`src/design/cta_pkg.sv`:
```
// ----------------------------------------------------------------------------
// cta_pkg: shared definitions for the centroid track associator
// Sizes, opcodes, the track table entry and the interface structs between the
// sequencer, the distance unit and the best-match tracker.
// ----------------------------------------------------------------------------
package cta_pkg;

  // Table and coordinate sizing.
  localparam int MAX_TRACKS  = 64;
  localparam int COORD_BITS  = 12;
  localparam int COLOR_COUNT = 30;

  // Fixed port widths.
  localparam int IN_COORD_W = 12;
  localparam int MD_W       = 12;
  localparam int COLOR_W    = 5;
  localparam int FRAMES_W   = 16;
  localparam int OP_W       = 2;

  localparam logic [MD_W-1:0]     MD_RESET   = MD_W'(40);
  localparam logic [FRAMES_W-1:0] FRAMES_MAX = {FRAMES_W{1'b1}};

  // Derived widths.
  localparam int IDX_W     = (MAX_TRACKS > 1) ? $clog2(MAX_TRACKS) : 1;
  localparam int CNT_W     = $clog2(MAX_TRACKS + 1);
  localparam int ADDR_W    = IDX_W + 1;
  localparam int MEM_DEPTH = 2 ** ADDR_W;
  localparam int CTR_W     = COORD_BITS + 1;
  localparam int OPND_W    = (CTR_W > MD_W + 1) ? CTR_W : MD_W + 1;
  localparam int DIST_W    = 2 * OPND_W + 1;

  // Opcodes of the input channel.
  localparam logic [OP_W-1:0] OP_BOX  = 2'd0;
  localparam logic [OP_W-1:0] OP_LAST = 2'd1;
  localparam logic [OP_W-1:0] OP_END  = 2'd2;

  // One stored track: doubled center, color index and frame count.
  typedef struct packed {
    logic [CTR_W-1:0]    cx2;
    logic [CTR_W-1:0]    cy2;
    logic [COLOR_W-1:0]  color;
    logic [FRAMES_W-1:0] count;
  } track_t;

  // Request into the distance unit. The limit request carries the threshold
  // as a point so that the same unit squares it.
  typedef struct packed {
    logic                vld;
    logic                is_lim;
    logic [OPND_W-1:0]   ax;
    logic [OPND_W-1:0]   ay;
    logic [OPND_W-1:0]   bx;
    logic [OPND_W-1:0]   by;
    logic [COLOR_W-1:0]  color;
    logic [FRAMES_W-1:0] count;
  } dist_req_t;

  typedef struct packed {
    logic                vld;
    logic                is_lim;
    logic [DIST_W-1:0]   dist_sq;
    logic [COLOR_W-1:0]  color;
    logic [FRAMES_W-1:0] count;
  } dist_res_t;

  typedef struct packed {
    logic                match;
    logic [COLOR_W-1:0]  color;
    logic [FRAMES_W-1:0] count;
  } best_t;

endpackage

```
`src/design/cta_best.sv`:
```
// ----------------------------------------------------------------------------
// cta_best: nearest entry tracker
// Keeps the threshold and the smallest distance seen for the current box.
// Only a strictly smaller distance replaces the best, so the first entry
// wins a tie.
// ----------------------------------------------------------------------------
module cta_best import cta_pkg::*; (
  input  logic      clk,
  input  logic      rst_n,
  input  logic      clr,
  input  dist_res_t res,
  output best_t     best
);

  logic                found_r;
  logic [DIST_W-1:0]   best_d_r;
  logic [DIST_W-1:0]   limit_r;
  logic [COLOR_W-1:0]  color_r;
  logic [FRAMES_W-1:0] count_r;
  logic                take;

  assign take = res.vld && !res.is_lim && (!found_r || (res.dist_sq < best_d_r));

  always_ff @(posedge clk) begin
    if (!rst_n) begin
      found_r <= 1'b0;
    end else if (clr) begin
      found_r <= 1'b0;
    end else if (take) begin
      found_r <= 1'b1;
    end
  end

  always_ff @(posedge clk) begin
    if (res.vld && res.is_lim) begin
      limit_r <= res.dist_sq;
    end
    if (take) begin
      best_d_r <= res.dist_sq;
      color_r  <= res.color;
      count_r  <= res.count;
    end
  end

  always_comb begin
    best.match = found_r && (best_d_r < limit_r);
    best.color = color_r;
    best.count = count_r;
  end

endmodule

```
`config.mk`:
```
export PLATFORM = sky130hd
export DESIGN_NAME = cta_best
export DESIGN_NICKNAME = d
export VERILOG_FILES = /design/src/design/cta_pkg.sv /design/src/design/cta_best.sv
export SDC_FILE = /design/constraint.sdc
export NUM_CORES = 1
export LEC_CHECK = 0
export ABC_AREA = 1
export ABC_CLOCK_PERIOD_IN_PS = 9900
export BUFFER_PORTS_ARGS = -buffer_cell sky130_fd_sc_hd__buf_2
export CAP_MARGIN = 20
export CORE_ASPECT_RATIO = 1.1
export CORE_UTILIZATION = 45
export CTS_BUF_LIST = sky130_fd_sc_hd__clkbuf_2
export CTS_CLUSTER_SIZE = 16
export DETAILED_ROUTE_END_ITERATION = 6
export PLACE_DENSITY = 0.76
export SYNTH_ARGS = -nofsm -noshare
export SYNTH_HDL_FRONTEND = slang
export SYNTH_SLANG_ARGS = --single-unit
```
`constraint.sdc`:
```
create_clock -name clk -period 9.9 [get_ports clk]
set_input_delay 1.485 -clock clk [delete_from_list [all_inputs] [get_ports clk]]
set_output_delay 1.485 -clock clk [all_outputs]
set_load 0.01 [all_outputs]
```
Word-level counts from Yosys, hierarchy flattened
Index checks and enable logic that the tools add are counted.
- div/mod/pow operators: 0
- muxes and demuxes: 0
- $add $sub $neg: 0
- magnitude comparators: 2
- $mul: 0
- bitwise gates (word level): 1
- shift-type cells: 0
- eq/ne operators: 0
- reduce and logical (&&, ||, !) cells: 8
- operators by type and width (operator ; count):
    $lt A27 B27 Y1 ; 2
    $logic_and A1 B1 Y1 ; 4
    $logic_not A1 Y1 ; 2
    $reduce_or A2 Y1 ; 1
    $logic_or A1 B1 Y1 ; 1
    $not A1 Y1 ; 1
- memories: 0
- ROM bits: 0
- RAM bits: 0
- register bits after elaboration: 76
- latch bits: 0

Depth between registers and ports, before layout
Gate-level depths: netlist (run 1).
- word-level depth: 3
- depth in mapped cells: 11
- mapped depth without buffers: 11

Worst setup path after synthesis (run 1)
OpenSTA, ideal clock, no wires.
- path kind: input to register
- from: input port res[45] in the netlist's numbering
- to: register best_d_r[0], enable pin
- path buffers: 0
- arrival time: 4.572 ns
- required time: 9.431 ns
- cell stages on the path: 8
- setup slack: 4.859 ns
- library setup time: 0.469 ns
- path through: ha_1 -> a21oi_1 -> nor2_1 -> nor2_2 -> nand2_1 -> nor2_1 -> nand2_1 -> a21oi_1
- word-level cells in the longest chain between the ends: 3
- ends and longest elaborated chain (item ; line ; text):
    start, declared ; cta_best.sv:11 ; input dist_res_t res,
    $lt A27 B27 Y1 ; cta_best.sv:22 ; assign take = res.vld && !res.is_lim && (!found_r || (res.dist_sq < best_d_r));
    $logic_or A1 B1 Y1 ; cta_best.sv:22 ;
    $logic_and A1 B1 Y1 ; cta_best.sv:22 ;
    named net take ; cta_best.sv:20 ; logic take;
    end signal, assigned ; cta_best.sv:39 ; best_d_r <= res.dist_sq;
    end, declared ; cta_best.sv:16 ; logic [DIST_W-1:0] best_d_r;
The timed path passes the listed nets, and every way through them passes these cells.
A chain may end at the register's enable or synchronous reset.

==> impl_metrics.env, run 1 <==
export IMPL_status="complete, no violations"
export IMPL_setup_tns_ns=0
export IMPL_design_portCount=75
export IMPL_globalplace_congestion=0.763
export IMPL_ant_nets=0
export IMPL_h_tree_depth=3
export IMPL_synth_compound_area_share_pct=3.56
export IMPL_synth_xor_area_share_pct=0
export IMPL_p_total_mw=0.599
export IMPL_muxShareOfSynthArea_pct=0
export IMPL_yosys_cell_types_count=19
export IMPL_reg2reg_depth=10
export IMPL_yosysWarnings=0
export IMPL_crit_arrival_ns=2.16
export IMPL_finalClockSkew_ns=0.0304
export IMPL_postCtsSetupRepairBufs=0
export IMPL_power_density_nw_per_um2=137
export IMPL_maxSlewHeadroom_pct=59.5
export IMPL_yosys_area_share_simple_pct=10.9
export IMPL_rows=34
export IMPL_period_needed_ns=3.64
export IMPL_place_area_um2=4280
export IMPL_regToRegSetupSlack_ns=7.24
export IMPL_start_util_pct=46.9
export IMPL_netlist_area_um2=3730
export IMPL_diodes=0
export IMPL_cap_viol_max_count=0
export IMPL_dp_slack_ns=6.01
export IMPL_r2r_end="count_r[13]"
export IMPL_ctsHoldBuffers=0
export IMPL_ys_ff_latch=76
export IMPL_wl_mm=6.39
export IMPL_cts_buffer_depth=2
export IMPL_grt_pass1_wl_mm=10.7
export IMPL_viasPerCell=4.72
export IMPL_vdd_drop_max_mv=0.0907
export IMPL_grt_pass1_vias=2539
export IMPL_worstSetupEndpointType="output port"
export IMPL_grt_setup_unrepaired="false"
export IMPL_port_buffer_count=74
export IMPL_required_ns=8.42
export IMPL_min_from="found_r"
export IMPL_die_area_um2=8660
export IMPL_antenna_found_initial=0
export IMPL_start_kind="flip-flop"
export IMPL_fin_util_pct=55.0
export IMPL_syn_area_per_cell_um2=11.7
export IMPL_syn_inst=318
export IMPL_final_area_um2=4380
export IMPL_p_leak_nw=2.09
export IMPL_clock_sinks=76
export IMPL_final_nets=510
export IMPL_hp_class="reg2reg"
export IMPL_clk_latency_ns=0.52
export IMPL_hold_violations=0
export IMPL_root_buffer="clkbuf_2"
export IMPL_synth_fa_ha_area_share_pct=17.4
export IMPL_worstSetupPathType="reg2out"
export IMPL_cts_tree="built"
export IMPL_vias=2447
export IMPL_drt_wirelength_per_cell_um=12.3
export IMPL_worstMarginPinSlew_ns=0.607
export IMPL_crit_start="best_d_r[8]"
export IMPL_num_fill_cells=718
export IMPL_report_final_slew_viol_count=0
export IMPL_finalCritPeriodShare_pct=36.8
export IMPL_drive_gt1_share_pct=25.4
export IMPL_track_usage_pct=16.6
export IMPL_synth_top_family_by_area="adder cells"
export IMPL_dp_hpwl_mm=5.03
export IMPL_dp_cells=502
export IMPL_numCtsBuffers=9
export IMPL_yosysSeqAreaShare_pct=60.9
export IMPL_die_h_um=97.5
export IMPL_die_width_um=88.8
export IMPL_fin_cells=518
export IMPL_drtIter0Drc=52
export IMPL_critPathMaxFanout=2
export IMPL_core_um2=7960
export IMPL_post_cts_resized=0
export IMPL_setup_viol=0
export IMPL_overflow=0
export IMPL_holdWs_ns=0.654
export IMPL_syn_nets=423
export IMPL_grt_start_max_net_pins=33
export IMPL_timing_rr_start="best_d_r[2]"
export IMPL_area_growth_pct=17.4
export IMPL_timing_final_ws_setup_ns=6.26
export IMPL_clk_pin_slew_worst_paths_ns=0.20
export IMPL_drtPass1Iterations=4
export IMPL_whs_path_depth=2
export IMPL_fmax_mhz=274
export IMPL_drc=0
export IMPL_min_to="found_r"
-- cell families (layout without fill, tap and decap cells) --
kind of cell    Yosys count  in the layout
compound gates           25             25
simple gates             94             94
fa+ha+maj                52             52
flops                    76             76
buf+inv                  71            163
-- registers in the layout, summed over array words and instances, names as in the netlist --
| register | count |
|---|---|
| best_d_r | 27 |
| limit_r | 27 |
| color_r | 5 |
| found_r | 1 |
| count_r | 16 |
-- routing by layer --
| layer | vias up | share of wire [%] | GRT usage, % |
|---|---|---|---|
| met1 | 1124 | 44 | 20.3 |
| met2 | 66 | 49 | 27.2 |
| met4 | 0 | 2.8 | 9.18 |
| met5 | - | 0 | 0 |
| li1 | 1242 | - | - |
| met3 | 15 | 4.1 | 3.14 |
-- worst max-delay path by stage --
stage / slack, ns / depth (start not counted) / end
after floorplan: 4.86 / 8 / best_d_r[0]
after global placement: 6.10 / 10 / count_r[4]
after detailed placement: 6.01 / 10 / count_r[4]
after CTS: 6.17 / 9 / best[21]
after global routing: 5.99 / 9 / best[21]
final: 6.26 / 9 / best[21]
-- placed cells by master, fill, tap and decap left out, drive strengths merged --
cell      synthesis  layout
clkinvlp          0       3
a21oi            18      18
o21ai             4       4
clkbuf            0       9
nor2             18      18
ha               52      52
edfxtp           75      75
buf               0      76
nand4             4       4
dfxtp             1       1
nand3            12      12
nor3              3       3
nor3b             1       1
a21o              2       2
nand2            56      56
clkinv            0       3
inv              71      72
o21a              1       1
-- layout make-up --
class                           instances  area, um^2  share of cell area [%]
Clock inverter                          7        52.6                    1.20
Timing Repair Buffer                   76         405                    9.26
Tap cell                              108         135                    3.09
Inverter                               71         267                    6.09
Sequential cell                        76        2270                    51.9
Clock buffer                            9        45.0                    1.03
Multi-Input combinational cell        171        1200                    27.5
-- report_power, final --
part           internal [mW]  switching, mW
Clock                 0.0336          0.110
Combinational         0.0326         0.0451
Sequential             0.373        0.00547
-- worst max-delay path, cell delays in order, from the launching register on --
cell,delay [ns]
edfxtp_1,0.43
ha_1,0.33
a21oi_1,0.13
nor2_1,0.05
nor3_1,0.19
nand3_1,0.13
nand3_1,0.09
inv_1,0.04
nor2_1,0.12
buf_2,0.15
-- cells in the mapped netlist, drive strengths merged --
master | n | area [um^2]
a21oi | 18 | 90.1
nor2 | 18 | 80.1
nor3b | 1 | 7.51
edfxtp | 75 | 2250
ha | 52 | 651
nand3 | 12 | 60.1
a21o | 2 | 15.0
nand4 | 4 | 25.0
o21a | 1 | 7.51
nor3 | 3 | 20.0
dfxtp | 1 | 20.0
inv | 71 | 267
o21ai | 4 | 20.0
nand2 | 56 | 215
No activity file was read; power rests on OpenSTA's default activity.
==> run 2, diff against run 1 <==
- ABC_CLOCK_PERIOD_IN_PS: 9900 -> 3700
- clock period: 9.9 -> 3.7 ns (I/O delays scaled with it)
==> run 2 against run 1 <==
  * Count of clock-buffer cells in the layout stayed put
  * Worst hold slack got worse by 0.50 ns
  * Critical path type unchanged
  * Power increased to 2.8 times the previous value
  * First-iteration DRC count is 44% higher
  * Sequential share of layout area is 0.46 points lower
  * Setup slack worse by 5.3 ns
==> impl_metrics.env, run 2 (same netlist as run 1, synthesis figures left out) <==
export IMPL_port_buffer_count=74
export IMPL_drt_met1_wl_mm=2.73
export IMPL_status="complete, no violations"
export IMPL_grt_pass1_wl_mm=10.7
export IMPL_power_density_nw_per_um2=384
export IMPL_cts_tree="built"
export IMPL_drt_wirelength_per_cell_um=12.0
export IMPL_p_leak_nw=2.12
export IMPL_post_cts_resized=0
export IMPL_reg2reg_depth=10
export IMPL_ant_nets=0
export IMPL_p_total_mw=1.69
export IMPL_hold_violations=0
export IMPL_setup_tns_ns=0
export IMPL_globalplace_congestion=0.782
export IMPL_layout_commonest_cell="edfxtp_1"
export IMPL_start_util_pct=46.9
export IMPL_h_tree_depth=3
export IMPL_p_int_mw=1.25
export IMPL_final_area_um2=4420
export IMPL_clock_sinks=76
export IMPL_num_fill_cells=687
export IMPL_reg_top3="best_d_r x27, limit_r x27, count_r x16"
export IMPL_place_area_um2=4290
export IMPL_finalClockSkew_ns=0.0242
export IMPL_overflow=0
export IMPL_grt_setup_unrepaired="false"
export IMPL_grt_start_max_net_pins=32
export IMPL_grt_pass1_vias=2528
export IMPL_setup_viol=0
export IMPL_vias=2407
export IMPL_die_area_um2=8660
export IMPL_fmax_mhz=365
export IMPL_pwr_share_comb_pct=12.1
export IMPL_clk_pin_slew_worst_paths_ns=0.23
export IMPL_dr_max_layer_used="met4"
export IMPL_maxSlewHeadroom_pct=66.1
export IMPL_fin_util_pct=55.5
export IMPL_power_switching_mw=0.442
export IMPL_crit_arrival_ns=2.18
export IMPL_design_portCount=75
export IMPL_period_needed_ns=2.74
export IMPL_wl_mm=6.24
export IMPL_wl_met2_mm=3.06
export IMPL_clk_latency_ns=0.52
export IMPL_report_final_slew_viol_count=0
export IMPL_p_sw_share_pct=26.1
export IMPL_cts_buffer_depth=2
export IMPL_worstMarginPinSlew_ns=0.507
export IMPL_worstSetupEndpointType="output port"
export IMPL_drtIter0Drc=75
export IMPL_dp_hpwl_mm=4.99
export IMPL_required_ns=3.14
export IMPL_hp_class="in2reg"
export IMPL_dr_wl_met3_um=289
export IMPL_start_kind="flip-flop"
export IMPL_vdd_drop_max_mv=0.290
export IMPL_whs_path_depth=2
export IMPL_drtPass1Iterations=4
export IMPL_area_growth_pct=18.5
export IMPL_track_usage_pct=16.6
export IMPL_drc=0
export IMPL_antenna_found_initial=0
export IMPL_dp_slack_ns=1.26
export IMPL_root_buffer="clkbuf_2"
export IMPL_die_width_um=88.8
export IMPL_drive_gt1_share_pct=25.8
export IMPL_cap_viol_max_count=0
export IMPL_viasPerCell=4.64
export IMPL_finalCritPeriodShare_pct=74.0
export IMPL_numCtsBuffers=9
export IMPL_seqPwrFrac_pct=59.7
export IMPL_critPathMaxFanout=2
export IMPL_pwr_share_clk_pct=28.2
export IMPL_core_um2=7960
export IMPL_rows=34
export IMPL_worstSetupPathType="reg2out"
export IMPL_timing_final_ws_setup_ns=0.963
export IMPL_final_nets=511
export IMPL_die_h_um=97.5
export IMPL_postCtsSetupRepairBufs=0
export IMPL_diodes=0
export IMPL_ctsHoldBuffers=0
export IMPL_final_cell_mix="edfxtp_1, buf_2, inv_1"
run 2: cell count changes in the layout (fill, tap and decap cells not counted):
cell        previous run  this run
bufinv_16              0         1
clkinv_1               1         0
clkinvlp_4             3         1
inv_8                  0         1
inv_6                  1         2
buf_4                  1         2
run 2: layer usage:
metal / vias up / GRT usage, %
met5: - / 0
li1: 1246 / -
met4: 0 / 8.68
met2: 55 / 28.3
met3: 13 / 3.06
met1: 1093 / 19.4
run 2: power by group through the flow:
stage               Combinational, mW  Sequential (mW)  Clock, mW
detailed placement              0.209             1.03          0
CTS                             0.210             1.01      0.495
floorplan                       0.118             1.03          0
global route                    0.238             1.02      0.527
finish                          0.205             1.01      0.479
global placement                0.197             1.03          0
run 2: through the flow:
| step | cells | hold WS (ns) |
|---|---|---|
| floorplan | 318 | 0.513 |
| global placement | 502 | 0.602 |
| detailed placement | 503 | 0.614 |
| CTS | 519 | 0.118 |
| global route | 519 | 0.116 |
| finish | 519 | 0.153 |
run 2: worst paths after layout:
check,startpoint,end,slack [ns]
worst max register to register,best_d_r[6],count_r[13],1.55
worst min register to register,found_r,found_r,0.62
worst max-delay path,best_d_r[8],best[21],0.96
worst min-delay path,clr,found_r,0.15
run 2: final cells by class:
class                           instances  area (um^2)  area share, %
Tap cell                              108          135           3.06
Clock buffer                            9         45.0           1.02
Inverter                               71          267           6.03
Sequential cell                        76         2270           51.4
Clock inverter                          7         83.8           1.90
Multi-Input combinational cell        171         1200           27.2
Timing Repair Buffer                   77          413           9.35
run 2: critical path, stage by stage, from the launching register on:
cell and delay [ns]:
edfxtp_1 0.44, ha_1 0.33, a21oi_1 0.13, nor2_1 0.05, nor3_1 0.19, nand3_1 0.15, nand3_1 0.09, inv_1 0.04
nor2_1 0.11, buf_2 0.15
==> run 3, diff against run 2 <==
- ABC_CLOCK_PERIOD_IN_PS: 3700 -> 2400
- PLACE_DENSITY: 0.76 -> 0.79
- clock period: 3.7 -> 2.4 ns (I/O delays scaled with it)
==> run 3 against run 2 <==
  * Register-to-register slack worse by 1.4 ns
  * Die area is the same
  * Final area rose by 8.8%
  * Clock skew increased by 0.0038 ns
  * Global-route usage is 0.88 points higher
  * Utilization is 4.9 points higher
  * Power up 54%
  * First-iteration DRC count up 44%
  * Critical path depth unchanged
  * Critical path type unchanged
  * Worst hold slack worse by 0.10 ns
==> impl_metrics.env, run 3 (same netlist as run 1, synthesis figures left out) <==
export IMPL_dr_max_layer_used="met4"
export IMPL_worstSetupPathType="reg2out"
export IMPL_grt_start_max_net_pins=29
export IMPL_cts_buffer_depth=2
export IMPL_h_tree_depth=3
export IMPL_hp_class="in2reg"
export IMPL_clk_pin_slew_worst_paths_ns=0.21
export IMPL_layout_commonest_cell="edfxtp_1"
export IMPL_cap_viol_max_count=0
export IMPL_regToRegSetupSlack_ns=0.16
export IMPL_track_usage_pct=17.4
export IMPL_grt_pass1_wl_mm=11.4
export IMPL_r2r_end="best_d_r[19]"
export IMPL_die_area_um2=8660
export IMPL_drive_gt1_share_pct=29.0
export IMPL_dp_hpwl_mm=4.88
export IMPL_reg_top3="best_d_r x27, limit_r x27, count_r x16"
export IMPL_antenna_found_initial=0
export IMPL_start_util_pct=46.9
export IMPL_final_cell_mix="edfxtp_1, buf_2, inv_1"
export IMPL_required_ns=2.04
export IMPL_setup_tns_ns=0
export IMPL_dp_cells=503
export IMPL_timing_rr_start="best_d_r[14]"
export IMPL_numCtsBuffers=9
export IMPL_start_kind="flip-flop"
export IMPL_report_final_slew_viol_count=0
export IMPL_cts_tree="built"
export IMPL_critPathMaxFanout=2
export IMPL_p_leak_nw=2.25
export IMPL_design_portCount=75
export IMPL_worstMarginPinSlew_ns=0.380
export IMPL_ant_nets=0
export IMPL_grt_pass1_vias=2625
export IMPL_vias=2598
export IMPL_rows=34
export IMPL_die_h_um=97.5
export IMPL_dr_wl_met3_um=232
export IMPL_root_buffer="clkbuf_2"
export IMPL_finalCritPeriodShare_pct=98.6
export IMPL_clock_sinks=76
export IMPL_overflow=0
export IMPL_die_width_um=88.8
export IMPL_vdd_drop_max_mv=0.379
export IMPL_reg2reg_depth=12
export IMPL_drtIter0Drc=108
export IMPL_drt_met1_wl_mm=2.99
export IMPL_finalClockSkew_ns=0.0280
export IMPL_diodes=0
export IMPL_num_fill_cells=683
export IMPL_setup_viol=0
export IMPL_status="complete, no violations"
export IMPL_worstSetupEndpointType="output port"
export IMPL_drt_wirelength_per_cell_um=12.6
export IMPL_globalplace_congestion=0.755
export IMPL_wl_mm=6.92
export IMPL_maxSlewHeadroom_pct=74.6
export IMPL_viasPerCell=4.72
export IMPL_wl_met2_mm=3.51
export IMPL_power_density_nw_per_um2=544
export IMPL_crit_arrival_ns=2.01
export IMPL_fmax_mhz=423
export IMPL_final_nets=542
export IMPL_port_buffer_count=74
export IMPL_hold_violations=0
export IMPL_min_from="res[22]"
export IMPL_grt_setup_unrepaired="true"
export IMPL_drc=0
export IMPL_area_growth_pct=28.8
export IMPL_clk_latency_ns=0.51
export IMPL_min_to="limit_r[1]"
export IMPL_period_needed_ns=2.37
export IMPL_core_um2=7960
export IMPL_fin_util_pct=60.4
export IMPL_whs_path_depth=1
export IMPL_fin_cells=550
export IMPL_drtPass1Iterations=4
export IMPL_holdWs_ns=0.0517
-- run 3: cell types whose count changed in the layout (fill, tap and decap cells not counted), sizes merged --
cell,delta
buf,+8
clkinv,+3
dlygate4sd3,+23
inv,-3
-- run 3: repair_timing --
| action | 4_1_cts | 5_1_grt |
|---|---|---|
| pin swaps | 5 | 6 |
| setup endpoints to repair | 1 | 1 |
| hold buffers | 23 | 0 |
| buffers inserted | 2 | 6 |
| gates cloned | 0 | 0 |
| endpoints found under the hold margin | 24 | 0 |
| gates resized for setup | 8 | 10 |
-- run 3: how the worst max path moves through the flow --
stage	start	slack (ns)	to
3_5_place_dp	res[47]	0.23	best_d_r[9]
6_report	best_d_r[8]	0.03	best[21]
3_3_place_gp	res[27]	0.28	count_r[13]
4_1_cts	best_d_r[9]	-0.02	best[21]
5_1_grt	best_d_r[18]	-0.11	best[21]
2_1_floorplan	best_d_r[24]	0.006	best_d_r[0]
-- run 3: critical path, stage by stage, from the launching register on --
cell and delay [ns]:
edfxtp_1 0.49, ha_4 0.25, a21oi_2 0.11, nor2_1 0.05, nor3_2 0.12, nand3_1 0.13
nand3_1 0.09, inv_1 0.05, nor2_2 0.09, buf_2 0.14
-- run 3: cell type report --
class,instances,area (um^2),area share [%]
clock buffers,9,45.0,0.937
clock inverters,7,67.6,1.41
inverters,71,267,5.55
multi-input cells,171,1320,27.4
flip-flops and latches,76,2270,47.3
well taps,108,135,2.81
repair buffers,108,703,14.6
-- run 3: where the power goes --
part           total, mW  switching [mW]  internal, mW
Clock              0.668           0.432         0.235
Combinational      0.383           0.201         0.182
Sequential          1.56          0.0252          1.54
Total               2.61           0.659          1.95
-- run 3: metrics by stage --
| step | total power [mW] | setup slack [ns] | cell area (um^2) |
|---|---|---|---|
| global route | 2.74 | -0.113 | 4810 |
| CTS | 2.62 | -0.0248 | 4700 |
| finish | 2.61 | 0.0332 | 4810 |
| floorplan | 1.78 | 0.00626 | 3740 |
| global placement | 1.89 | 0.275 | 4280 |
| detailed placement | 1.91 | 0.231 | 4280 |
-- run 3: routing by layer --
layer  up-vias  global-route usage [%]
met1      1217                    21.4
met4         0                    8.93
met5         -                       0
met3        15                    3.82
met2        61                    28.5
li1       1305                       -
