[src/design/cta_pkg.sv]
// ----------------------------------------------------------------------------
// cta_pkg: shared definitions for the centroid track associator
// Sizes, opcodes, the track table entry and the interface structs between the
// sequencer, the distance unit and the best-match tracker.
// ----------------------------------------------------------------------------
package cta_pkg;

  // Table and coordinate sizing.
  localparam int MAX_TRACKS  = 64;
  localparam int COORD_BITS  = 12;
  localparam int COLOR_COUNT = 30;

  // Fixed port widths.
  localparam int IN_COORD_W = 12;
  localparam int MD_W       = 12;
  localparam int COLOR_W    = 5;
  localparam int FRAMES_W   = 16;
  localparam int OP_W       = 2;

  localparam logic [MD_W-1:0]     MD_RESET   = MD_W'(40);
  localparam logic [FRAMES_W-1:0] FRAMES_MAX = {FRAMES_W{1'b1}};

  // Derived widths.
  localparam int IDX_W     = (MAX_TRACKS > 1) ? $clog2(MAX_TRACKS) : 1;
  localparam int CNT_W     = $clog2(MAX_TRACKS + 1);
  localparam int ADDR_W    = IDX_W + 1;
  localparam int MEM_DEPTH = 2 ** ADDR_W;
  localparam int CTR_W     = COORD_BITS + 1;
  localparam int OPND_W    = (CTR_W > MD_W + 1) ? CTR_W : MD_W + 1;
  localparam int DIST_W    = 2 * OPND_W + 1;

  // Opcodes of the input channel.
  localparam logic [OP_W-1:0] OP_BOX  = 2'd0;
  localparam logic [OP_W-1:0] OP_LAST = 2'd1;
  localparam logic [OP_W-1:0] OP_END  = 2'd2;

  // One stored track: doubled center, color index and frame count.
  typedef struct packed {
    logic [CTR_W-1:0]    cx2;
    logic [CTR_W-1:0]    cy2;
    logic [COLOR_W-1:0]  color;
    logic [FRAMES_W-1:0] count;
  } track_t;

  // Request into the distance unit. The limit request carries the threshold
  // as a point so that the same unit squares it.
  typedef struct packed {
    logic                vld;
    logic                is_lim;
    logic [OPND_W-1:0]   ax;
    logic [OPND_W-1:0]   ay;
    logic [OPND_W-1:0]   bx;
    logic [OPND_W-1:0]   by;
    logic [COLOR_W-1:0]  color;
    logic [FRAMES_W-1:0] count;
  } dist_req_t;

  typedef struct packed {
    logic                vld;
    logic                is_lim;
    logic [DIST_W-1:0]   dist_sq;
    logic [COLOR_W-1:0]  color;
    logic [FRAMES_W-1:0] count;
  } dist_res_t;

  typedef struct packed {
    logic                match;
    logic [COLOR_W-1:0]  color;
    logic [FRAMES_W-1:0] count;
  } best_t;

endpackage

[src/design/cta_dist.sv]
// ----------------------------------------------------------------------------
// cta_dist: squared distance unit
// Three stages: absolute differences, squares, sum. Shared by the threshold
// computation and every table entry compared.
// ----------------------------------------------------------------------------
module cta_dist import cta_pkg::*; (
  input  logic      clk,
  input  logic      rst_n,
  input  dist_req_t req,
  output dist_res_t res,
  output logic      busy
);

  logic [OPND_W-1:0]     dx, dy;
  logic [2*OPND_W-1:0]   sqx, sqy;

  logic                  s1_vld_r, s2_vld_r, s3_vld_r;
  logic                  s1_lim_r, s2_lim_r, s3_lim_r;
  logic [OPND_W-1:0]     s1_dx_r, s1_dy_r;
  logic [2*OPND_W-1:0]   s2_sqx_r, s2_sqy_r;
  logic [DIST_W-1:0]     s3_dist_r;
  logic [COLOR_W-1:0]    s1_color_r, s2_color_r, s3_color_r;
  logic [FRAMES_W-1:0]   s1_count_r, s2_count_r, s3_count_r;

  always_comb begin
    dx  = (req.ax > req.bx) ? (req.ax - req.bx) : (req.bx - req.ax);
    dy  = (req.ay > req.by) ? (req.ay - req.by) : (req.by - req.ay);
    sqx = s1_dx_r * s1_dx_r;
    sqy = s1_dy_r * s1_dy_r;
  end

  always_ff @(posedge clk) begin
    if (!rst_n) begin
      s1_vld_r <= 1'b0;
      s2_vld_r <= 1'b0;
      s3_vld_r <= 1'b0;
    end else begin
      s1_vld_r <= req.vld;
      s2_vld_r <= s1_vld_r;
      s3_vld_r <= s2_vld_r;
    end
  end

  always_ff @(posedge clk) begin
    s1_lim_r   <= req.is_lim;
    s1_dx_r    <= dx;
    s1_dy_r    <= dy;
    s1_color_r <= req.color;
    s1_count_r <= req.count;
    s2_lim_r   <= s1_lim_r;
    s2_sqx_r   <= sqx;
    s2_sqy_r   <= sqy;
    s2_color_r <= s1_color_r;
    s2_count_r <= s1_count_r;
    s3_lim_r   <= s2_lim_r;
    s3_dist_r  <= DIST_W'(s2_sqx_r) + DIST_W'(s2_sqy_r);
    s3_color_r <= s2_color_r;
    s3_count_r <= s2_count_r;
  end

  always_comb begin
    res.vld     = s3_vld_r;
    res.is_lim  = s3_lim_r;
    res.dist_sq = s3_dist_r;
    res.color   = s3_color_r;
    res.count   = s3_count_r;
  end

  assign busy = s1_vld_r | s2_vld_r | s3_vld_r;

endmodule

[config.mk]
export PLATFORM = sky130hd
export DESIGN_NAME = cta_dist
export DESIGN_NICKNAME = d
export VERILOG_FILES = /design/src/design/cta_pkg.sv /design/src/design/cta_dist.sv
export SDC_FILE = /design/constraint.sdc
export NUM_CORES = 1
export LEC_CHECK = 0
export BUFFER_PORTS_ARGS = -buffer_cell sky130_fd_sc_hd__buf_2
export CAP_MARGIN = 10
export CORE_UTILIZATION = 34
export CTS_BUF_LIST = sky130_fd_sc_hd__clkbuf_16
export DETAILED_ROUTE_END_ITERATION = 6
export RECOVER_POWER = 100
export SLEW_MARGIN = 20
export SYNTH_ARGS = -nofsm -noshare
export SYNTH_HDL_FRONTEND = slang
export SYNTH_SLANG_ARGS = --single-unit
[constraint.sdc]
create_clock -name clk -period 5 [get_ports clk]
set_input_delay 0.75 -clock clk [delete_from_list [all_inputs] [get_ports clk]]
set_output_delay 0.75 -clock clk [all_outputs]
set_load 0.05 [all_outputs]
# --- After elaboration in Yosys (flattened, before gate mapping) ---
# Index checks and enable logic that the tools add are counted.
word_totals:
  regBits: 174
  out_inout_bits: 51
op_classes:
  n_mul: 2
  bitwise: 2
  addsub: 5
  order_cmp: 2
  mux: 2
op_table:
  columns: ["op", "count"]
  rows:
  - ["$mul 13x13->26", 2]
  - ["$sub 13x13->13", 4]
  - ["$add 26x26->27", 1]
  - ["$gt 13x13->1", 2]
  - ["$mux 13", 2]
  - ["$or 1x1->1", 2]

# --- Logic depth before layout (Yosys ltp) ---
# Gate-level depths: netlist of the first run.
logic_depth:
  depth_word: 2
  depth_mapped: 23

# --- Worst setup path before layout of the first run ---
# No wires, ideal clock.
synth_timing:
  path_type: "flip-flop to flip-flop"
  start: "register s1_dx_r[6]"
  end: "register s2_sqx_r[25]"
  n_path_buf: 1
  arrival_time_ps: 5345
  slack_ps: -471
  stages_incl_launch_ff: 23
  setup_ps: 127
  required_time_ps: 4873
  cell_sequence: "dfxtp_1 clkbuf_1 and2_1 inv_1 fa_1 inv_1 fa_1 inv_1 fa_1 inv_1 fa_1 inv_1 fa_1 inv_1 ha_1 o21a_1 o21a_1 o21ai_0 o21ba_1 a2111oi_4 o31ai_1 a2111oi_2 nor3_1"
synth_between:
  elab_chain_len: 1
synth_rtl:
  columns: ["item", "line_no", "source"]
  rows:
  - ["start, declared", "cta_dist.sv:19", "logic [OPND_W-1:0] s1_dx_r, s1_dy_r;"]
  - ["start signal, assigned", "cta_dist.sv:46", "s1_dx_r <= dx;"]
  - ["$mul 13x13->26", "cta_dist.sv:28", "sqx = s1_dx_r * s1_dx_r;"]
  - ["via sqx[25]", "cta_dist.sv:15", "logic [2*OPND_W-1:0] sqx, sqy;"]
  - ["end signal, assigned", "cta_dist.sv:51", "s2_sqx_r <= sqx;"]
  - ["end, declared", "cta_dist.sv:20", "logic [2*OPND_W-1:0] s2_sqx_r, s2_sqy_r;"]
# The timed path passes the listed nets, and every way through them passes these cells.
# A chain may end at the register's enable or synchronous reset.

# --- Final worst setup path of the first run ---
layout_timing:
  start: "register s1_dx_r[9]"
  end: "register s2_sqx_r[25]"
# The elaborated chain is that of the path after synthesis.

==> results of run 1 <==
==> per-layer routing <==
layer  vias to the layer above  wire, um
met3                        30      1110
met4                         0       517
met1                      6019     15600
met5                         -         0
met2                       183     15900
li1                       6119         -
==> per-stage QoR <==
stage | util, % | cell area [um2] | std cells
floorplan | - | 16500 | 1785
CTS | 41.3 | 19700 | 2672
global route | 41.8 | 19900 | 2680
detailed placement | 39.4 | 18800 | 2627
global placement | 39.4 | 18800 | 2627
finish | 41.8 | 19900 | 2680
==> worst paths after layout <==
path	endpoint	slack [ns]	depth (start not counted)
min	s2_count_r[7]$_DFF_P_	0.33	0
max	s2_sqx_r[25]$_DFF_P_	-0.09	19
min reg2reg	s2_count_r[7]$_DFF_P_	0.33	0
max reg2reg	s2_sqx_r[25]$_DFF_P_	-0.09	19
==> logic make-up after synthesis <==
logic type               count (synthesis)  synth area share, %
multiplexers                            16                0.994
AND/OR/NAND/NOR                        368                 11.2
flip-flops                             172                 21.0
buffers and inverters                  483                 11.2
AO/OA/AOI/OAI                          247                 10.6
XOR/XNOR                                91                 4.87
adder cells (fa/ha/maj)                408                 40.1
==> area by class of cell <==
| cell class | instances | area (um2) | area share (%) |
|---|---|---|---|
| Clock inverter | 15 | 139 | 0.697 |
| Sequential cell | 172 | 3520 | 17.6 |
| Multi-Input combinational cell | 1130 | 11600 | 58.1 |
| Timing Repair Buffer | 285 | 1840 | 9.21 |
| Inverter | 446 | 1670 | 8.40 |
| Tap cell | 615 | 769 | 3.86 |
| Clock buffer | 17 | 425 | 2.13 |
==> registers in the layout, summed over array words and instances (netlist names) <==
name        cells
s2_vld_r        1
s1_dx_r        13
s1_count_r     16
s2_lim_r        1
s2_color_r      5
s3_dist_r      27
s3_count_r     16
s3_lim_r        1
s1_lim_r        1
s3_color_r      5
s2_sqy_r       25
s2_count_r     16
s3_vld_r        1
s2_sqx_r       25
s1_dy_r        13
s1_vld_r        1
s1_color_r      5
==> critical path, stage by stage, from the launching register on <==
cell and delay [ns]:
dfxtp_4 0.38, buf_4 0.14, nand2_1 0.06, fa_1 0.49, fa_1 0.54, inv_1 0.06
fa_1 0.49, fa_1 0.54, inv_1 0.05, fa_1 0.47, inv_1 0.04, ha_1 0.28
a21o_1 0.20, a21oi_2 0.14, nor2b_2 0.07, o21ba_4 0.23, a2111oi_4 0.30, o31ai_4 0.11
a2111oi_4 0.30, nor3_1 0.08
==> cell usage in the layout (no fill, tap or decap), types with 12 or more instances in the layout <==
| cell | n |
|---|---|
| clkbuf_16 | 17 |
| nor3_1 | 17 |
| nand2b_1 | 12 |
| dfxtp_1 | 149 |
| nor2b_1 | 15 |
| xor2_1 | 34 |
| a21oi_1 | 59 |
| mux2i_1 | 14 |
| o21a_1 | 13 |
| nand2_1 | 120 |
| and2_4 | 16 |
| xnor2_1 | 55 |
| buf_2 | 73 |
| inv_1 | 426 |
| buf_6 | 15 |
| ha_4 | 13 |
| inv_2 | 21 |
| fa_1 | 183 |
| dfxtp_4 | 18 |
| ha_1 | 197 |
| clkbuf_1 | 57 |
| buf_4 | 136 |
| o21ai_0 | 35 |
| a21o_1 | 37 |
| and2_1 | 50 |
| nor2_1 | 59 |
| nand3_1 | 15 |
==> timing repair <==
action / CTS / global route
gates resized for setup: 78 / 96
endpoints found under the hold margin: 0 / 0
endpoints found under the setup margin: 16 / 20
buffers inserted: 14 / 10
pin swaps: 43 / 59
==> impl_metrics.prom, run 1 <==
# TYPE chip_impl_metric gauge
chip_impl_metric{name="globalRouteMet1Util",unit="%"} 18.8
chip_impl_metric{name="dp.final_hpwl",unit="um"} 27400
chip_impl_info{name="worst_r2r_startpoint",value="s1_dx_r[9]$_DFF_P_"} 1
chip_impl_metric{name="route.vias.total",unit=""} 12400
chip_impl_metric{name="grt_first_pass_wirelength",unit="um"} 57100
chip_impl_info{name="root_buffer_cell",value="clkbuf_16"} 1
chip_impl_metric{name="post_drt_via_cell_ratio",unit=""} 4.61
chip_impl_metric{name="fraction_of_layout_instances_using_a_drive_strength_above_1",unit="%"} 20.0
chip_impl_info{name="outcome",value="finished, violations left"} 1
chip_impl_metric{name="floorplan.rows",unit=""} 80
chip_impl_metric{name="yosys.cell_types.count",unit=""} 68
chip_impl_metric{name="drt_first_pass_iters",unit=""} 5
chip_impl_info{name="rsz_0062_raised_after_global_routing",value="true"} 1
chip_impl_metric{name="detailedPlace.worstSlack",unit="ns"} -0.505
chip_impl_metric{name="placeableCoreArea",unit="um2"} 47600
chip_impl_metric{name="synthToLayoutAreaGrowth",unit="%"} 21.8
chip_impl_metric{name="cts_hold_buffers",unit=""} 0
chip_impl_info{name="tritoncts",value="yes"} 1
chip_impl_metric{name="cts-root-to-sink-buffers",unit=""} 2
chip_impl_info{name="critical_path.startpoint",value="s1_dx_r[9]$_DFF_P_"} 1
chip_impl_metric{name="groute.layer.met2.usage",unit="%"} 23.3
chip_impl_metric{name="wl_per_cell",unit="um"} 12.4
chip_impl_metric{name="synth.net_count",unit=""} 2270
chip_impl_metric{name="cts_buffers",unit=""} 17
chip_impl_info{name="endpoint_kind",value="flip-flop"} 1
chip_impl_metric{name="num_antenna_cells",unit=""} 0
chip_impl_metric{name="avgSynthCellArea",unit="um2"} 9.17
chip_impl_metric{name="clock_latency",unit="ns"} 0.47
chip_impl_metric{name="dieArea",unit="um2"} 49000
chip_impl_metric{name="grt_pass1_vias",unit=""} 12700
chip_impl_metric{name="grt_start_max_net_pins",unit=""} 17
chip_impl_metric{name="synthArstFlopShare",unit="%"} 0
chip_impl_info{name="setup_crit_start_kind",value="flip-flop"} 1
chip_impl_metric{name="n_fill_cell",unit=""} 4725
chip_impl_metric{name="count_of_flip_flops_with_a_built_in_enable_after_synthesis",unit=""} 0
chip_impl_metric{name="route.antenna.remaining_nets",unit=""} 0
chip_impl_metric{name="drv_cap",unit=""} 0
chip_impl_metric{name="floorplan.die.height",unit="um"} 221
chip_impl_metric{name="worstPathArrival",unit="ns"} 5.45
chip_impl_metric{name="globalRouteOverflowTotal",unit=""} 0
chip_impl_info{name="timing_worst_setup_path_type",value="flip-flop to flip-flop"} 1
chip_impl_metric{name="number_of_warning_messages_in_the_yosys_log",unit=""} 0
chip_impl_metric{name="timing.final.max_slew_violations",unit=""} 0
chip_impl_metric{name="critPathMaxFanout",unit=""} 5
chip_impl_metric{name="postSynthCellCount",unit=""} 1785
chip_impl_metric{name="drc",unit=""} 0
chip_impl_info{name="class_of_the_worst_hold_path",value="flip-flop to flip-flop"} 1
chip_impl_metric{name="final_period_minus_worst_setup_slack",unit="ns"} 5.09
chip_impl_info{name="synth_largest_area_cell",value="fa_1"} 1
chip_impl_metric{name="routed_wl",unit="um"} 33100
chip_impl_metric{name="seq_area_frac_synth",unit="%"} 21.0
chip_impl_metric{name="synth_area",unit="um2"} 16400
chip_impl_metric{name="crit_required",unit="ns"} 5.36
chip_impl_metric{name="grt_use_met3",unit="%"} 2.50
chip_impl_metric{name="clock_sinks",unit=""} 172
chip_impl_info{name="yosys-top-cells-area",value="fa_1 24%, dfxtp_1 21%, ha_1 16%"} 1
chip_impl_metric{name="top_level_ports",unit=""} 128
chip_impl_metric{name="yosys_register_bits",unit=""} 172
chip_impl_metric{name="place_congestion",unit=""} 0.883
chip_impl_metric{name="synth_top_cell_area_share",unit="%"} 23.7
chip_impl_info{name="hp-start",value="s1_count_r[7]$_DFF_P_"} 1
chip_impl_metric{name="die_w",unit="um"} 221
chip_impl_metric{name="timing.final.setup_violations",unit=""} 8
chip_impl_metric{name="cts.clk_slew.worst_paths",unit="ns"} 0.07
chip_impl_metric{name="drt_iter0_markers",unit=""} 592
chip_impl_metric{name="cts_max_level",unit=""} 4
chip_impl_metric{name="fmax",unit="GHz"} 0.197
chip_impl_metric{name="tns",unit="ns"} -0.471
chip_impl_info{name="primary_flip_flop_cell_chosen_by_synthesis_mapping",value="dfxtp_1"} 1
chip_impl_metric{name="worst_clock_skew",unit="ns"} 0.0120
chip_impl_metric{name="fin_nets",unit=""} 2537
chip_impl_metric{name="grt_usage",unit="%"} 14.2
chip_impl_metric{name="grt_antenna_before_repair",unit=""} 0
chip_impl_metric{name="initial_core_util",unit="%"} 34.4
chip_impl_info{name="globalRoute.busiestLayer",value="met2"} 1
chip_impl_metric{name="worst_slew_pin_slew",unit="ns"} 0.786
chip_impl_info{name="violations",value="negative setup slack"} 1
chip_impl_metric{name="report.final.hold_viol_count",unit=""} 0
chip_impl_info{name="yosysMostFrequentCell",value="inv_1"} 1
chip_impl_info{name="synthTopCellsByCount",value="445 x inv_1, 214 x ha_1, 194 x fa_1"} 1
chip_impl_metric{name="maxSlewHeadroom",unit="%"} 47.0
chip_impl_metric{name="port_buffers",unit=""} 127
chip_impl_metric{name="final.period_utilization",unit="%"} 102
chip_impl_metric{name="postLayoutSetupSlackWorst",unit="ns"} -0.0888
chip_impl_metric{name="final.hold.worst_slack",unit="ns"} 0.326
Power of run 1 is not shown: default switching activity piles up to over one toggle a cycle in this logic, so the estimate is an artifact.
==> run 2: changes to the inputs <==
--- a/config.mk
+++ b/config.mk
@@ -7,7 +7,7 @@
 export LEC_CHECK = 0
 export BUFFER_PORTS_ARGS = -buffer_cell sky130_fd_sc_hd__buf_2
 export CAP_MARGIN = 10
-export CORE_UTILIZATION = 34
+export CORE_UTILIZATION = 44
 export CTS_BUF_LIST = sky130_fd_sc_hd__clkbuf_16
 export DETAILED_ROUTE_END_ITERATION = 6
 export RECOVER_POWER = 100
==> impl_metrics.prom, run 2 (synthesized netlist as in run 1, its figures left out) <==
# TYPE chip_impl_metric gauge
chip_impl_info{name="final_common_cell",value="inv_1"} 1
chip_impl_info{name="rsz_0062_raised_after_global_routing",value="true"} 1
chip_impl_metric{name="fmax",unit="GHz"} 0.194
chip_impl_info{name="cp_cell_sequence",value="buf_6, and2_4, inv_2, fa_1, inv_2, fa_1, inv_1, fa_1, inv_1, fa_1, inv_1, fa_1, inv_2, ha_4, o21a_1, o21a_1, o21ai_1, o21ba_4, a2111oi_4, o31ai_4, a2111oi_2, nor3_1"} 1
chip_impl_metric{name="rr_worst_depth",unit=""} 22
chip_impl_info{name="cp_top_family",value="adder cells"} 1
chip_impl_info{name="timing_worst_setup_path_type",value="flip-flop to flip-flop"} 1
chip_impl_metric{name="dp.final_hpwl",unit="um"} 26900
chip_impl_metric{name="cts_hold_buffers",unit=""} 0
chip_impl_metric{name="crit_required",unit="ns"} 5.33
chip_impl_metric{name="die_w",unit="um"} 195
chip_impl_metric{name="grt_pass1_vias",unit=""} 12600
chip_impl_metric{name="hold-path-cell-count",unit=""} 0
chip_impl_metric{name="largest_register_ffs",unit=""} 27
chip_impl_metric{name="fraction_of_layout_instances_using_a_drive_strength_above_1",unit="%"} 23.1
chip_impl_metric{name="maxSlewHeadroom",unit="%"} 54.5
chip_impl_info{name="root_buffer_cell",value="clkbuf_16"} 1
chip_impl_metric{name="timing.final.max_slew_violations",unit=""} 0
chip_impl_metric{name="report.final.hold_viol_count",unit=""} 0
chip_impl_metric{name="clock_latency",unit="ns"} 0.44
chip_impl_metric{name="cts_buffers",unit=""} 17
chip_impl_metric{name="post_drt_via_cell_ratio",unit=""} 4.82
chip_impl_info{name="top_register",value="s3_dist_r"} 1
chip_impl_metric{name="route.antenna.remaining_nets",unit=""} 0
chip_impl_metric{name="floorplan.die.height",unit="um"} 195
chip_impl_metric{name="crit_cells",unit=""} 22
chip_impl_metric{name="route.vias.total",unit=""} 12300
chip_impl_info{name="violations",value="negative setup slack"} 1
chip_impl_metric{name="synthToLayoutAreaGrowth",unit="%"} 22.0
chip_impl_metric{name="cts-root-to-sink-buffers",unit=""} 2
chip_impl_info{name="crit_path_top_delay_cell",value="fa_1"} 1
chip_impl_metric{name="worstPathArrival",unit="ns"} 5.47
chip_impl_metric{name="cts.clk_slew.worst_paths",unit="ns"} 0.07
chip_impl_metric{name="finalInstanceArea",unit="um2"} 20000
chip_impl_info{name="tritoncts",value="yes"} 1
chip_impl_metric{name="globalRouteOverflowTotal",unit=""} 0
chip_impl_metric{name="worst_slew_pin_slew",unit="ns"} 0.680
chip_impl_info{name="class_of_the_worst_hold_path",value="flip-flop to flip-flop"} 1
chip_impl_metric{name="drt_first_pass_iters",unit=""} 5
chip_impl_info{name="outcome",value="finished, violations left"} 1
chip_impl_metric{name="drc",unit=""} 0
chip_impl_metric{name="critPathMaxFanout",unit=""} 3
chip_impl_metric{name="timing.final.setup_violations",unit=""} 6
chip_impl_metric{name="wl_per_cell",unit="um"} 12.9
chip_impl_metric{name="cp_num_buf_inv",unit=""} 7
chip_impl_metric{name="cts_max_level",unit=""} 4
chip_impl_metric{name="place_congestion",unit=""} 0.890
chip_impl_metric{name="postLayoutSetupSlackWorst",unit="ns"} -0.147
chip_impl_metric{name="grt_first_pass_wirelength",unit="um"} 57000
chip_impl_metric{name="fin_nets",unit=""} 2546
chip_impl_metric{name="placeableCoreArea",unit="um2"} 36600
chip_impl_metric{name="n_fill_cell",unit=""} 3354
chip_impl_metric{name="drv_cap",unit=""} 0
chip_impl_metric{name="routed_wl",unit="um"} 32700
chip_impl_metric{name="floorplan.rows",unit=""} 70
chip_impl_info{name="setup_crit_start_kind",value="flip-flop"} 1
chip_impl_info{name="layout.cells.most_common_list",value="430 x inv_1, 198 x ha_1, 183 x fa_1, 148 x dfxtp_1, 146 x buf_4"} 1
chip_impl_metric{name="grt_usage",unit="%"} 18.3
chip_impl_metric{name="dieArea",unit="um2"} 38000
chip_impl_metric{name="tns",unit="ns"} -0.455
chip_impl_metric{name="initial_core_util",unit="%"} 44.7
chip_impl_metric{name="grt_antenna_before_repair",unit=""} 0
chip_impl_metric{name="clock_sinks",unit=""} 172
chip_impl_metric{name="placedInstanceArea",unit="um2"} 18700
chip_impl_metric{name="crit_path_max_incr_delay",unit="ns"} 0.52
chip_impl_metric{name="drt_iter0_markers",unit=""} 522
chip_impl_info{name="top_regs",value="s3_dist_r: 27 flops, s2_sqx_r: 25 flops, s2_sqy_r: 25 flops"} 1
chip_impl_metric{name="num_antenna_cells",unit=""} 0
chip_impl_metric{name="worst_clock_skew",unit="ns"} 0.00977
chip_impl_metric{name="grt_start_max_net_pins",unit=""} 17
chip_impl_metric{name="port_buffers",unit=""} 127
chip_impl_metric{name="final.period_utilization",unit="%"} 103
chip_impl_metric{name="top_level_ports",unit=""} 128
chip_impl_info{name="crit_top_cell",value="fa_1"} 1
chip_impl_info{name="endpoint_kind",value="flip-flop"} 1
chip_impl_metric{name="final_period_minus_worst_setup_slack",unit="ns"} 5.15
[run 2: changes by cell type in the layout (fill, tap and decap cells not counted), sizes merged]
cell | before | now
buf | 227 | 292
clkbuf | 75 | 19
clkinvlp | 2 | 3
inv | 454 | 453
[run 2: worst paths after layout]
check / to / from / slack [ns]
worst min register to register: s3_count_r[10]$_DFF_P_ / s2_count_r[10]$_DFF_P_ / 0.32
worst min-delay path: s3_count_r[10]$_DFF_P_ / s2_count_r[10]$_DFF_P_ / 0.32
worst max register to register: s2_sqx_r[25]$_DFF_P_ / s1_dx_r[5]$_DFF_P_ / -0.15
worst max-delay path: s2_sqx_r[25]$_DFF_P_ / s1_dx_r[5]$_DFF_P_ / -0.15
[run 2: layout make-up]
type,count,area (um2),share of cell area (%)
clock buffers,17,425,2.13
clock inverters,15,141,0.708
inverters,446,1680,8.39
multi-input cells,1130,11600,58.2
flip-flops and latches,172,3510,17.6
well taps,468,586,2.93
repair buffers,294,2010,10.1
[run 2: worst register-to-register path: stages, from the launching register on]
cell,delay [ns]
dfxtp_4,0.38
buf_6,0.10
and2_4,0.13
inv_2,0.04
fa_1,0.52
inv_2,0.05
fa_1,0.52
inv_1,0.05
fa_1,0.47
inv_1,0.05
fa_1,0.47
inv_1,0.05
fa_1,0.49
inv_2,0.04
ha_4,0.20
o21a_1,0.18
o21a_1,0.19
o21ai_1,0.14
o21ba_4,0.19
a2111oi_4,0.31
o31ai_4,0.11
a2111oi_2,0.30
nor3_1,0.08
[run 2: through the flow]
| stage | hold slack, ns | cells | setup WS (ns) | util [%] |
|---|---|---|---|---|
| floorplan | 0.310 | 1785 | 0.00844 | - |
| global placement | 0.311 | 2491 | -0.247 | 51.1 |
| detailed placement | 0.312 | 2491 | -0.514 | 51.1 |
| CTS | 0.326 | 2537 | -0.141 | 53.6 |
| global route | 0.331 | 2542 | -0.441 | 54.6 |
| finish | 0.325 | 2542 | -0.147 | 54.6 |
[run 2: per-layer routing]
| layer | routed length (um) | global-route usage, % |
|---|---|---|
| met1 | 15900 | 25.1 |
| met2 | 15200 | 30.3 |
| met3 | 1160 | 2.52 |
| met4 | 407 | 4.49 |
| met5 | 0 | 0 |
[run 2: what timing repair did]
action	4_1_cts	5_1_grt
setup endpoints to repair	17	20
pin swaps	48	55
buffers inserted	14	7
resized for setup	88	79
Power of run 2 is left out for the same reason.
